`src/rtl/mrrpm_pkg.sv`:
```
package mrrpm_pkg;

   // Size tag store
   localparam int TAG_W = 17;
   localparam logic [TAG_W-1:0] WRAP_TAG = 17'h1FFFF;

   // Ring size limits and register reset values
   localparam int MIN_RING_BYTES = 64;
   localparam logic [16:0] QUEUE_BYTES_RESET = 17'd65536;
   localparam logic [7:0] CONFLATE_MASK_RESET = 8'd0;

   // Configuration port
   localparam int CSR_AW = 3;
   localparam int CSR_DW = 32;

   typedef enum logic [0:0] {
      CSR_QUEUE_BYTES   = 1'b0,
      CSR_CONFLATE_MASK = 1'b1
   } csr_reg_type;

   typedef enum logic [1:0] {
      OP_SUBSCRIBE = 2'd0,
      OP_PUBLISH   = 2'd1,
      OP_RECEIVE   = 2'd2,
      OP_READY     = 2'd3
   } op_type;

   typedef enum logic [2:0] {
      ST_OK       = 3'd0,
      ST_EMPTY    = 3'd1,
      ST_EVICTED  = 3'd2,
      ST_BAD_SIZE = 3'd3,
      ST_CORRUPT  = 3'd4
   } status_type;

   typedef struct packed {
      logic [1:0]  opcode;
      logic [2:0]  reader_slot;
      logic [31:0] owner_id;
      logic [15:0] msg_bytes;
   } req_payload_type;

   typedef struct packed {
      logic [2:0]  status;
      logic [2:0]  slot_granted;
      logic [15:0] payload_offset;
      logic [15:0] payload_bytes;
      logic [7:0]  overrun_readers;
   } rsp_payload_type;

   // Controller to datapath
   typedef struct packed {
      logic       load_req;
      logic       sub_exec;
      logic       pub_setup;
      logic       tag_wr_wrap;
      logic       scan_step;
      logic       pub_commit;
      logic       rd_setup;
      logic       rcv_wrap;
      logic       rcv_skip;
      logic       rcv_deliver;
      logic       rcv_empty;
      logic       set_status;
      status_type status_code;
      logic       out_load;
   } dp_cmd_type;

   // Datapath to controller
   typedef struct packed {
      op_type opcode;
      logic   pub_bad;
      logic   pub_wrap;
      logic   owner_bad;
      logic   scan_done;
      logic   hops_done;
      logic   at_wo;
      logic   idx_oob;
      logic   tag_wrap;
      logic   tag_bad;
      logic   conflate_skip;
   } dp_sts_type;

endpackage

```
`src/rtl/mrrpm_ctrl.sv`:
```
module mrrpm_ctrl (
   input  logic                   clock,
   input  logic                   reset,
   input  logic                   req_valid,
   output logic                   req_ready,
   output logic                   rsp_valid,
   input  logic                   rsp_ready,
   output mrrpm_pkg::dp_cmd_type  cmd,
   input  mrrpm_pkg::dp_sts_type  sts
);

   typedef enum logic [7:0] {
      S_IDLE     = 8'b0000_0001,
      S_DECODE   = 8'b0000_0010,
      S_PUB_WRAP = 8'b0000_0100,
      S_PUB_SCAN = 8'b0000_1000,
      S_RDY_CHK  = 8'b0001_0000,
      S_RCV_LOOK = 8'b0010_0000,
      S_RCV_EVAL = 8'b0100_0000,
      S_FINISH   = 8'b1000_0000
   } state_type;

   state_type state_ff, state_in;
   logic      rsp_valid_ff, rsp_valid_in;

   // Next state and commands
   always_comb begin
      cmd = '0;
      state_in = state_ff;
      rsp_valid_in = rsp_valid_ff;
      if (rsp_valid_ff && rsp_ready) begin
         rsp_valid_in = 1'b0;
      end
      case (state_ff)
         S_IDLE: begin
            if (req_valid) begin
               cmd.load_req = 1'b1;
               state_in = S_DECODE;
            end
         end
         S_DECODE: begin
            case (sts.opcode)
               mrrpm_pkg::OP_SUBSCRIBE: begin
                  cmd.sub_exec = 1'b1;
                  state_in = S_FINISH;
               end
               mrrpm_pkg::OP_PUBLISH: begin
                  if (sts.pub_bad) begin
                     cmd.set_status = 1'b1;
                     cmd.status_code = mrrpm_pkg::ST_BAD_SIZE;
                     state_in = S_FINISH;
                  end else begin
                     cmd.pub_setup = 1'b1;
                     state_in = sts.pub_wrap ? S_PUB_WRAP : S_PUB_SCAN;
                  end
               end
               default: begin
                  if (sts.owner_bad) begin
                     cmd.set_status = 1'b1;
                     cmd.status_code = mrrpm_pkg::ST_EVICTED;
                     state_in = S_FINISH;
                  end else begin
                     cmd.rd_setup = 1'b1;
                     state_in = (sts.opcode == mrrpm_pkg::OP_READY) ? S_RDY_CHK : S_RCV_LOOK;
                  end
               end
            endcase
         end
         S_PUB_WRAP: begin
            cmd.tag_wr_wrap = 1'b1;
            state_in = S_PUB_SCAN;
         end
         S_PUB_SCAN: begin
            if (sts.scan_done) begin
               cmd.pub_commit = 1'b1;
               state_in = S_FINISH;
            end else begin
               cmd.scan_step = 1'b1;
            end
         end
         S_RDY_CHK: begin
            cmd.set_status = 1'b1;
            cmd.status_code = sts.at_wo ? mrrpm_pkg::ST_EMPTY : mrrpm_pkg::ST_OK;
            state_in = S_FINISH;
         end
         S_RCV_LOOK: begin
            if (sts.hops_done || (!sts.at_wo && sts.idx_oob)) begin
               cmd.set_status = 1'b1;
               cmd.status_code = mrrpm_pkg::ST_CORRUPT;
               state_in = S_FINISH;
            end else if (sts.at_wo) begin
               cmd.rcv_empty = 1'b1;
               cmd.set_status = 1'b1;
               cmd.status_code = mrrpm_pkg::ST_EMPTY;
               state_in = S_FINISH;
            end else begin
               state_in = S_RCV_EVAL;
            end
         end
         S_RCV_EVAL: begin
            if (sts.tag_wrap) begin
               cmd.rcv_wrap = 1'b1;
               state_in = S_RCV_LOOK;
            end else if (sts.tag_bad) begin
               cmd.set_status = 1'b1;
               cmd.status_code = mrrpm_pkg::ST_CORRUPT;
               state_in = S_FINISH;
            end else if (sts.conflate_skip) begin
               cmd.rcv_skip = 1'b1;
               state_in = S_RCV_LOOK;
            end else begin
               cmd.rcv_deliver = 1'b1;
               cmd.set_status = 1'b1;
               cmd.status_code = mrrpm_pkg::ST_OK;
               state_in = S_FINISH;
            end
         end
         S_FINISH: begin
            if (!rsp_valid_ff || rsp_ready) begin
               cmd.out_load = 1'b1;
               rsp_valid_in = 1'b1;
               state_in = S_IDLE;
            end
         end
         default: begin
            state_in = S_IDLE;
         end
      endcase
   end

   always_ff @(posedge clock) begin
      if (reset) begin
         state_ff <= S_IDLE;
         rsp_valid_ff <= 1'b0;
      end else begin
         state_ff <= state_in;
         rsp_valid_ff <= rsp_valid_in;
      end
   end

   assign req_ready = (state_ff == S_IDLE);
   assign rsp_valid = rsp_valid_ff;

   // Output register is only overwritten once its result has left
   a_out_free: assert property (@(posedge clock) disable iff (reset)
      cmd.out_load |-> (!rsp_valid_ff || rsp_ready))
      else $error("result register overwritten while still pending");

   // One request in flight at a time
   a_one_req: assert property (@(posedge clock) disable iff (reset)
      (req_valid && req_ready) |=> !req_ready)
      else $error("request taken while another is in progress");

   // Delivery only on a plain, in-range message tag
   a_deliver: assert property (@(posedge clock) disable iff (reset)
      cmd.rcv_deliver |-> (!sts.tag_wrap && !sts.tag_bad && !sts.conflate_skip))
      else $error("message delivered from a bad or skipped tag");

   // State-changing commands never overlap
   a_excl: assert property (@(posedge clock) disable iff (reset)
      $onehot0({cmd.sub_exec, cmd.pub_commit, cmd.rcv_deliver, cmd.rcv_empty,
                cmd.scan_step, cmd.out_load}))
      else $error("conflicting datapath commands");

endmodule

```
`config.mk`:
```
export PLATFORM = sky130hd
export DESIGN_NAME = mrrpm_ctrl
export DESIGN_NICKNAME = d
export VERILOG_FILES = /design/src/rtl/mrrpm_pkg.sv /design/src/rtl/mrrpm_ctrl.sv
export SDC_FILE = /design/constraint.sdc
export NUM_CORES = 1
export LEC_CHECK = 0
export BUFFER_PORTS_ARGS = -buffer_cell sky130_fd_sc_hd__buf_2
export CAP_MARGIN = 25
export CORE_MARGIN = 2
export CORE_UTILIZATION = 40
export CTS_CLUSTER_SIZE = 14
export DETAILED_ROUTE_END_ITERATION = 16
export PLACE_DENSITY = 0.7
export REMOVE_ABC_BUFFERS = 1
export SLEW_MARGIN = 40
export SYNTH_ARGS = -nofsm -noshare
export SYNTH_HDL_FRONTEND = slang
export SYNTH_SLANG_ARGS = --single-unit
```
`constraint.sdc`:
```
create_clock -name clock -period 2.7 [get_ports clock]
set_input_delay 0.54 -clock clock [delete_from_list [all_inputs] [get_ports clock]]
set_output_delay 0.54 -clock clock [all_outputs]
set_load 0.005 [all_outputs]
```
==> run metrics, run 1 <==
vias in the first global route 655; GRT Util Overall 18.43%; hold path startpoint sts[5]; diodes inserted 0; Syn Area/Cell 7.850 sq um; Int Power 0.0002201 W; CP Capture Type output pin; sequence of cells on the critical path nor4_4 > nand4b_4 > o32a_1 > o21ai_0 > buf_2; total number of vias 742; maximum fanout count along the critical path 6; vertical extent of the die 44.60 microns; Post-Synthesis Cell Area 659.4 sq um; fill cell instance count of the final layout 153; Skew-Pair Late Insertion Delay 0.26 ns; DIE AREA 1989 sq um; count of pins over their slew limit 0; xor/xnor cell area share of the yosys netlist 1.328%; clock buffers created by TritonCTS 3; launch point of the worst reg-to-reg path state_ff[4]; largest voltage drop on the vdd net 0.2169 mV; placeable core region 1524 sq um; final routed DRC violation total 0; slew of the pin with the lowest slew margin 0.4484 ns; nature of the critical path startpoint flop; class of the most critical hold timing path in2reg; final number of setup-violating endpoints 0; number of synthesized flops with an enable pin 0; Total Power 0.0003033 W; starting density of the core 43.27%; count of synthesis-stage warnings from yosys 0; Seq pwr share 46.4%; critical path's largest stage delay 0.43 ns; Area Growth Syn to Fin 31.88%; Worst R2R Setup Slack 0.85 ns; register area share after synthesis 27.32%; GPL Wtd Cong 0.7766; count of state elements after synthesis 9; portion of total power attributed to the clock network 34.0%; root buffer selected by CTS sky130_fd_sc_hd__clkbuf_4; number of standard-cell rows in the floorplan 14; power dissipated by switching net loads 0.00008321 W; number of gates resized after cts 0; switching power as a share of total power 27.43%; buffers added on ports 33; cell count after synthesis 84; total count of hold-check failures in the final report 0; Synth cell types 34; Detail Route met2 WL 744 microns; clock transition time at the flip-flop clock pins of the worst setup and hold paths 0.06 ns; overall routed net length 1612 microns; critical path type reg2out; buffering stage count on the worst path with inverters included 1; width of the chip 44.60 microns; Worst Hold Endpoint state_ff[6]; cell leakage power 0.4418 nW; proportion of synthesized area in mux cells 0%; Most used DFF post-synth sky130_fd_sc_hd__dfxtp_1; portion of synthesized cell area occupied by the leading cell type 27.32%; leading post-synthesis cells by cell area sky130_fd_sc_hd__dfxtp_1 (27%), sky130_fd_sc_hd__nor2_1 (8.5%), sky130_fd_sc_hd__nand4b_1 (5.3%), sky130_fd_sc_hd__nor3_1 (5.3%), sky130_fd_sc_hd__and4b_1 (4.6%); drt first pass iters 4; routed wire length per instance 11.85 microns; CP Data Arrival Time 1.86 ns; I/O pin total 34; Pwr per Cell Area 348.8 nW/um^2; htree depth 1; number of buffers added for setup after CTS 0; Largest delay share family, worst path simple AND/OR/NAND/NOR gates; biggest area consumer among synthesized cells sky130_fd_sc_hd__dfxtp_1; hold slack 0.4803 ns; maximum number of pins on one net before global-route repair 12; TritonCTS clock tree done; unrepaired setup endpoints after global routing no; Hold Path Stages 2; instance count after placement with tap cells included 132; largest family of logic cells by synthesized area simple AND/OR/NAND/NOR gates; Avg Vias per Cell 5.456; maximum clock rate 0.4169 GHz; result of the run finished, final reports clean; setup TNS 0 ns; fraction of registers with async set/reset 0%; combinational fraction of design power 19.6%; number of violations reported at the end of detailed-routing iteration 0 12; fraction of final layout cells with drive strength greater than 1 34.17%; remaining number of nets flagged by the antenna check after routing 0; Worst Clk Skew 0.01041 ns; met1 WL 743 microns; number of non-filler instances in the completed layout 136; complex-gate fraction of the synthesized area 14.99%; global-route wire length before repair 2746 microns; share of synthesized cell area in full adder, half adder and majority cells 0%; simple-gate area share of the yosys netlist 51.61%; Clock Tree Buf Depth 2; R2R depth 6; Detail Route met3 WL 110 microns; required time of the worst setup path 2.16 ns; GRT Residual Overflow 0; worst reg2reg endpoint state_ff[0]; Clock Sink Count 9; nets@finish 137; number of antenna violations at the first check in global routing 0; worst-path cell with the longest stage delay sky130_fd_sc_hd__nor4_4; worst rel slew slack 69.86%; half-perimeter wire length of the detailed placement result 1357 microns; max-cap viol count 0; Hold-fix buffers, CTS 0; Top Metal Used met4; period utilisation layout 88.85%; fin crit period 2.399 ns
==> state kept, by name, summed over array words and instances, names as in the netlist <==
register / count
rsp_valid: 1
state_ff: 8
==> cells in the final DEF (no fill, tap or decap) <==
master / instances
sky130_fd_sc_hd__a211o_1: 1
sky130_fd_sc_hd__a21boi_1: 1
sky130_fd_sc_hd__a21oi_1: 5
sky130_fd_sc_hd__and2_1: 1
sky130_fd_sc_hd__and2b_1: 1
sky130_fd_sc_hd__and3b_1: 1
sky130_fd_sc_hd__and4b_1: 3
sky130_fd_sc_hd__buf_2: 33
sky130_fd_sc_hd__buf_4: 1
sky130_fd_sc_hd__clkbuf_1: 1
sky130_fd_sc_hd__clkbuf_4: 3
sky130_fd_sc_hd__dfxtp_1: 9
sky130_fd_sc_hd__inv_1: 6
sky130_fd_sc_hd__nand2_1: 3
sky130_fd_sc_hd__nand2b_1: 2
sky130_fd_sc_hd__nand3_1: 1
sky130_fd_sc_hd__nand4_1: 1
sky130_fd_sc_hd__nand4b_1: 4
sky130_fd_sc_hd__nand4b_4: 1
sky130_fd_sc_hd__nor2_1: 15
sky130_fd_sc_hd__nor2b_1: 3
sky130_fd_sc_hd__nor3_1: 7
sky130_fd_sc_hd__nor4_1: 2
sky130_fd_sc_hd__nor4_2: 1
sky130_fd_sc_hd__nor4_4: 1
sky130_fd_sc_hd__nor4b_1: 1
sky130_fd_sc_hd__o211ai_2: 1
sky130_fd_sc_hd__o21ai_0: 2
sky130_fd_sc_hd__o21bai_1: 1
sky130_fd_sc_hd__o2bb2ai_1: 1
sky130_fd_sc_hd__o32a_1: 1
sky130_fd_sc_hd__o41ai_1: 1
sky130_fd_sc_hd__or2_1: 1
sky130_fd_sc_hd__or3_1: 2
sky130_fd_sc_hd__or4b_1: 1
sky130_fd_sc_hd__xor2_1: 1
==> power groups by stage <==
stage	Clock, W	Sequential [W]	Combinational [W]
after floorplan	0	0.000143	0.0000320
after global placement	0	0.000144	0.0000585
after detailed placement	0	0.000144	0.0000597
after CTS	0.000105	0.000141	0.0000600
after global routing	0.000109	0.000142	0.0000680
final	0.000103	0.000141	0.0000593
==> metrics by stage <==
stage	instance area (sq um)	util (%)	setup slack [ns]
global route	869.6	57.06	0.1892
global placement	843.3	55.34	0.5610
detailed placement	843.3	55.34	0.5936
finish	869.6	57.06	0.3011
CTS	869.6	57.06	0.2940
floorplan	650.6	-	0.7513
==> area by class of cell <==
type	instances	area (sq um)	share of cell area, %
well taps	16	20.02	2.302
clock buffers	4	26.28	3.022
repair buffers	34	172.7	19.86
multi-input cells	67	447.9	51.51
inverters	6	22.52	2.590
flip-flops and latches	9	180.2	20.72
==> cells in the mapped netlist, types with 2 or more instances <==
cell type and count:
sky130_fd_sc_hd__a21oi_1 5, sky130_fd_sc_hd__and4b_1 3, sky130_fd_sc_hd__dfxtp_1 9, sky130_fd_sc_hd__inv_1 6
sky130_fd_sc_hd__nand2_1 3, sky130_fd_sc_hd__nand2b_1 2, sky130_fd_sc_hd__nand4b_1 4, sky130_fd_sc_hd__nor2_1 15
sky130_fd_sc_hd__nor2b_1 3, sky130_fd_sc_hd__nor3_1 7, sky130_fd_sc_hd__nor4_1 2, sky130_fd_sc_hd__o21ai_0 2
sky130_fd_sc_hd__or3_1 2
==> cells by family after synthesis <==
logic type / count (synthesis)
simple gates: 52
compound gates: 14
flops: 9
buf+inv: 8
xor+xnor: 1
==> routing by layer <==
metal / GRT usage [%] / up-vias
met1: 23.51 / 330
met2: 31.88 / 25
met5: 0 / -
met3: 4.898 / 2
li1: - / 385
met4: 1.818 / 0
==> how the worst max path moves through the flow <==
stage | end | slack [ns] | depth (start not counted) | from
after floorplan | cmd[1] | 0.75 | 4 | state_ff[2]
after global placement | cmd[1] | 0.56 | 6 | state_ff[2]
after detailed placement | cmd[4] | 0.59 | 5 | state_ff[4]
after CTS | cmd[4] | 0.29 | 5 | state_ff[4]
after global routing | cmd[4] | 0.19 | 5 | state_ff[4]
final | cmd[4] | 0.30 | 5 | state_ff[4]
(Power assumes the default switching activity.)
==> run 2, diff against run 1 <==
--- a/config.mk
+++ b/config.mk
@@ -5,13 +5,15 @@
 export SDC_FILE = /design/constraint.sdc
 export NUM_CORES = 1
 export LEC_CHECK = 0
+export ABC_AREA = 1
 export BUFFER_PORTS_ARGS = -buffer_cell sky130_fd_sc_hd__buf_2
 export CAP_MARGIN = 25
 export CORE_MARGIN = 2
 export CORE_UTILIZATION = 40
+export CTS_BUF_LIST = sky130_fd_sc_hd__clkbuf_8
 export CTS_CLUSTER_SIZE = 14
 export DETAILED_ROUTE_END_ITERATION = 16
-export PLACE_DENSITY = 0.7
+export PLACE_DENSITY = 0.68
 export REMOVE_ABC_BUFFERS = 1
 export SLEW_MARGIN = 40
 export SYNTH_ARGS = -nofsm -noshare
==> run metrics, run 2 <==
maximum clock rate 0.4976 GHz (+19%); Syn Area/Cell 6.016 sq um (-23%); Top Metal Used met4; diodes inserted 0 (unchanged); CP Capture Type output pin; worst rel slew slack 80.15% (+10 points); Post-Synthesis Cell Area 752.0 sq um (+14%); sequence of cells on the critical path nor2_4 > nand2_2 > inv_4 > nand2_1 > nor3_2 > inv_2 > o311ai_1 > buf_2; most frequent cells in the layout sky130_fd_sc_hd__buf_2 (33), sky130_fd_sc_hd__nand2_1 (25), sky130_fd_sc_hd__inv_1 (24); launch point of the worst reg-to-reg path state_ff[2]; met1 WL 809 microns (+8.9%); count of synthesis-stage warnings from yosys 0 (unchanged); Clock Tree Buf Depth 2 (unchanged); number of standard-cell rows in the floorplan 15 (+1); stages on the worst setup path 8 (+3); max-cap viol count 0 (unchanged); placeable core region 1745 sq um (+15%); overall routed net length 1717 microns (+6.5%); final number of setup-violating endpoints 0 (unchanged); number of synthesized flops with an enable pin 0 (unchanged); htree depth 1 (unchanged); portion of synthesized cell area occupied by the leading cell type 23.96% (-3.4 points); worst reg2reg endpoint state_ff[0]; biggest area consumer among synthesized cells sky130_fd_sc_hd__dfxtp_1; clock buffers created by TritonCTS 3 (unchanged); count of pins over their slew limit 0 (unchanged); R2R depth 8 (+2); leading post-synthesis cells by cell area sky130_fd_sc_hd__dfxtp_1 (24%), sky130_fd_sc_hd__nand2_1 (12%), sky130_fd_sc_hd__inv_1 (11%), sky130_fd_sc_hd__nor2_1 (8.5%), sky130_fd_sc_hd__nor2_2 (5.8%); result of the run finished, final reports clean; Non-Filler Cell Area, Final 989.7 sq um (+14%); Worst Clk Skew 0.002438 ns (-0.007972 ns); start point of the critical path state_ff[2]; I/O pin total 34 (unchanged); buffers added on ports 33 (unchanged); register with the most flip-flops state_ff; GPL Wtd Cong 0.7150 (-7.9%); root buffer selected by CTS sky130_fd_sc_hd__clkbuf_8; slew of the pin with the lowest slew margin 0.2950 ns (-0.1535 ns); most common cell after layout, fill and taps aside sky130_fd_sc_hd__buf_2; half-perimeter wire length of the detailed placement result 1467 microns (+8.1%); cell leakage power 0.5681 nW (+29%); Avg Vias per Cell 4.575 (-16%); fraction of final layout cells with drive strength greater than 1 36.65% (+2.5 points); total count of hold-check failures in the final report 0 (unchanged); Area Growth Syn to Fin 31.61%; period utilisation layout 74.43% (-14 points); routed wire length per instance 9.231 microns (-22%); width of the chip 47.36 microns (+6.2%); most common cell in the synthesized netlist sky130_fd_sc_hd__nand2_1; remaining number of nets flagged by the antenna check after routing 0 (unchanged); Clock Sink Count 9 (unchanged); unrepaired setup endpoints after global routing no; worst-path cell with the longest stage delay sky130_fd_sc_hd__dfxtp_1; critical path type reg2out; GRT Residual Overflow 0 (unchanged); number of violations reported at the end of detailed-routing iteration 0 11 (-1); nature of the critical path startpoint flop; buffering stage count on the worst path with inverters included 3 (+2); largest voltage drop on the vdd net 0.1994 mV (-8.1%); maximum number of pins on one net before global-route repair 9 (-3); number of antenna violations at the first check in global routing 0 (unchanged); class of the most critical hold timing path in2reg; vias in the first global route 733 (+12%); Worst R2R Setup Slack 1.45 ns (+0.60 ns); Largest delay share family, worst path simple AND/OR/NAND/NOR gates; DIE AREA 2243 sq um (+13%); maximum fanout count along the critical path 6 (unchanged); setup TNS 0 ns (unchanged); required time of the worst setup path 2.16 ns (about the same); vertical extent of the die 47.36 microns (+6.2%); critical path's largest stage delay 0.34 ns (-0.09 ns); fraction of registers with async set/reset 0% (unchanged); Pwr per Cell Area 375.8 nW/um^2 (+7.7%); Synth cell types 25 (-26%); cell count after synthesis 125 (+49%); Skew-Pair Late Insertion Delay 0.24 ns (-0.02 ns); Most used DFF post-synth sky130_fd_sc_hd__dfxtp_1; fin crit period 2.009 ns (-0.3894 ns); TritonCTS clock tree done; starting density of the core 43.08% (-0.19 points); drt first pass iters 4 (unchanged); Placement Cell Area 944.7 sq um (+12%); flip-flop count of the largest register, all copies and words added 8 (unchanged); global-route wire length before repair 2780 microns (+1.2%); Hold-fix buffers, CTS 0 (unchanged); final routed DRC violation total 0 (unchanged); most frequent cells after synthesis sky130_fd_sc_hd__nand2_1 (25), sky130_fd_sc_hd__inv_1 (23), sky130_fd_sc_hd__nor2_1 (17); count of state elements after synthesis 9 (unchanged); hold slack 0.5469 ns (+0.06662 ns); nets@finish 178 (+30%); Detail Route met2 WL 792 microns (+6.5%); GRT Util Overall 17.57% (-0.85 points); Detail Route met3 WL 75 microns (-32%); clock transition time at the flip-flop clock pins of the worst setup and hold paths 0.04 ns (-0.02 ns); timing endpoint of the critical path cmd[1]; register area share after synthesis 23.96% (-3.4 points); CP Data Arrival Time 1.47 ns (-0.39 ns); number of buffers added for setup after CTS 0 (unchanged); total number of vias 851 (+15%); number of gates resized after cts 0 (unchanged)
-- run 2: report_power, final --
part | switching (W) | leakage, nW | internal (W)
combinational | 0.0000462 | 0.468 | 0.0000290
clock | 0.0000571 | 0.0269 | 0.0000994
sequential | 0.00000321 | 0.0730 | 0.000137
-- run 2: kinds of logic after synthesis --
logic type / count (synthesis) / synth area share (%)
AOI/OAI and AO/OA: 10 / 8.153
buffers and inverters: 30 / 15.31
DFF: 9 / 23.96
and+or+nand+nor: 76 / 52.58
-- run 2: worst reg2reg max path, delay by kind of cell (launching register included) --
kind | cells | cell delay (ns)
AND/OR/NAND/NOR | 8 | 0.79
flip-flops | 1 | 0.34
-- run 2: worst min path at each step --
stage | from | to | slack, ns | cells past startpoint
global placement | rsp_valid | rsp_valid | 0.53 | 4
CTS | sts[8] | state_ff[2] | 0.55 | 3
detailed placement | rsp_valid | rsp_valid | 0.54 | 4
global route | sts[8] | state_ff[2] | 0.56 | 3
floorplan | rsp_valid | rsp_valid | 0.53 | 4
finish | sts[8] | state_ff[2] | 0.55 | 3
-- run 2: through the flow --
step	setup WS, ns	instances	total power [W]	util [%]
after floorplan	0.9920	124	0.0001884	-
after global placement	0.7421	182	0.0002163	54.12
after detailed placement	0.7317	182	0.0002174	54.12
after CTS	0.6859	186	0.0003733	56.70
after global routing	0.5106	186	0.0003887	56.70
final	0.6905	186	0.0003719	56.70
-- run 2: area by class of cell --
cell class	instances	area, sq um
Multi-Input combinational cell	86	456.7
Inverter	29	111.4
Tap cell	25	31.28
Sequential cell	9	180.2
Clock inverter	1	3.754
Fill cell	191	755.7
Clock buffer	3	41.29
Timing Repair Buffer	33	165.2
-- run 2: layer usage --
metal	vias up	global-route usage, %
met3	4	2.308
met5	-	0
met1	367	22.71
li1	455	-
met4	0	10.00
met2	25	27.84
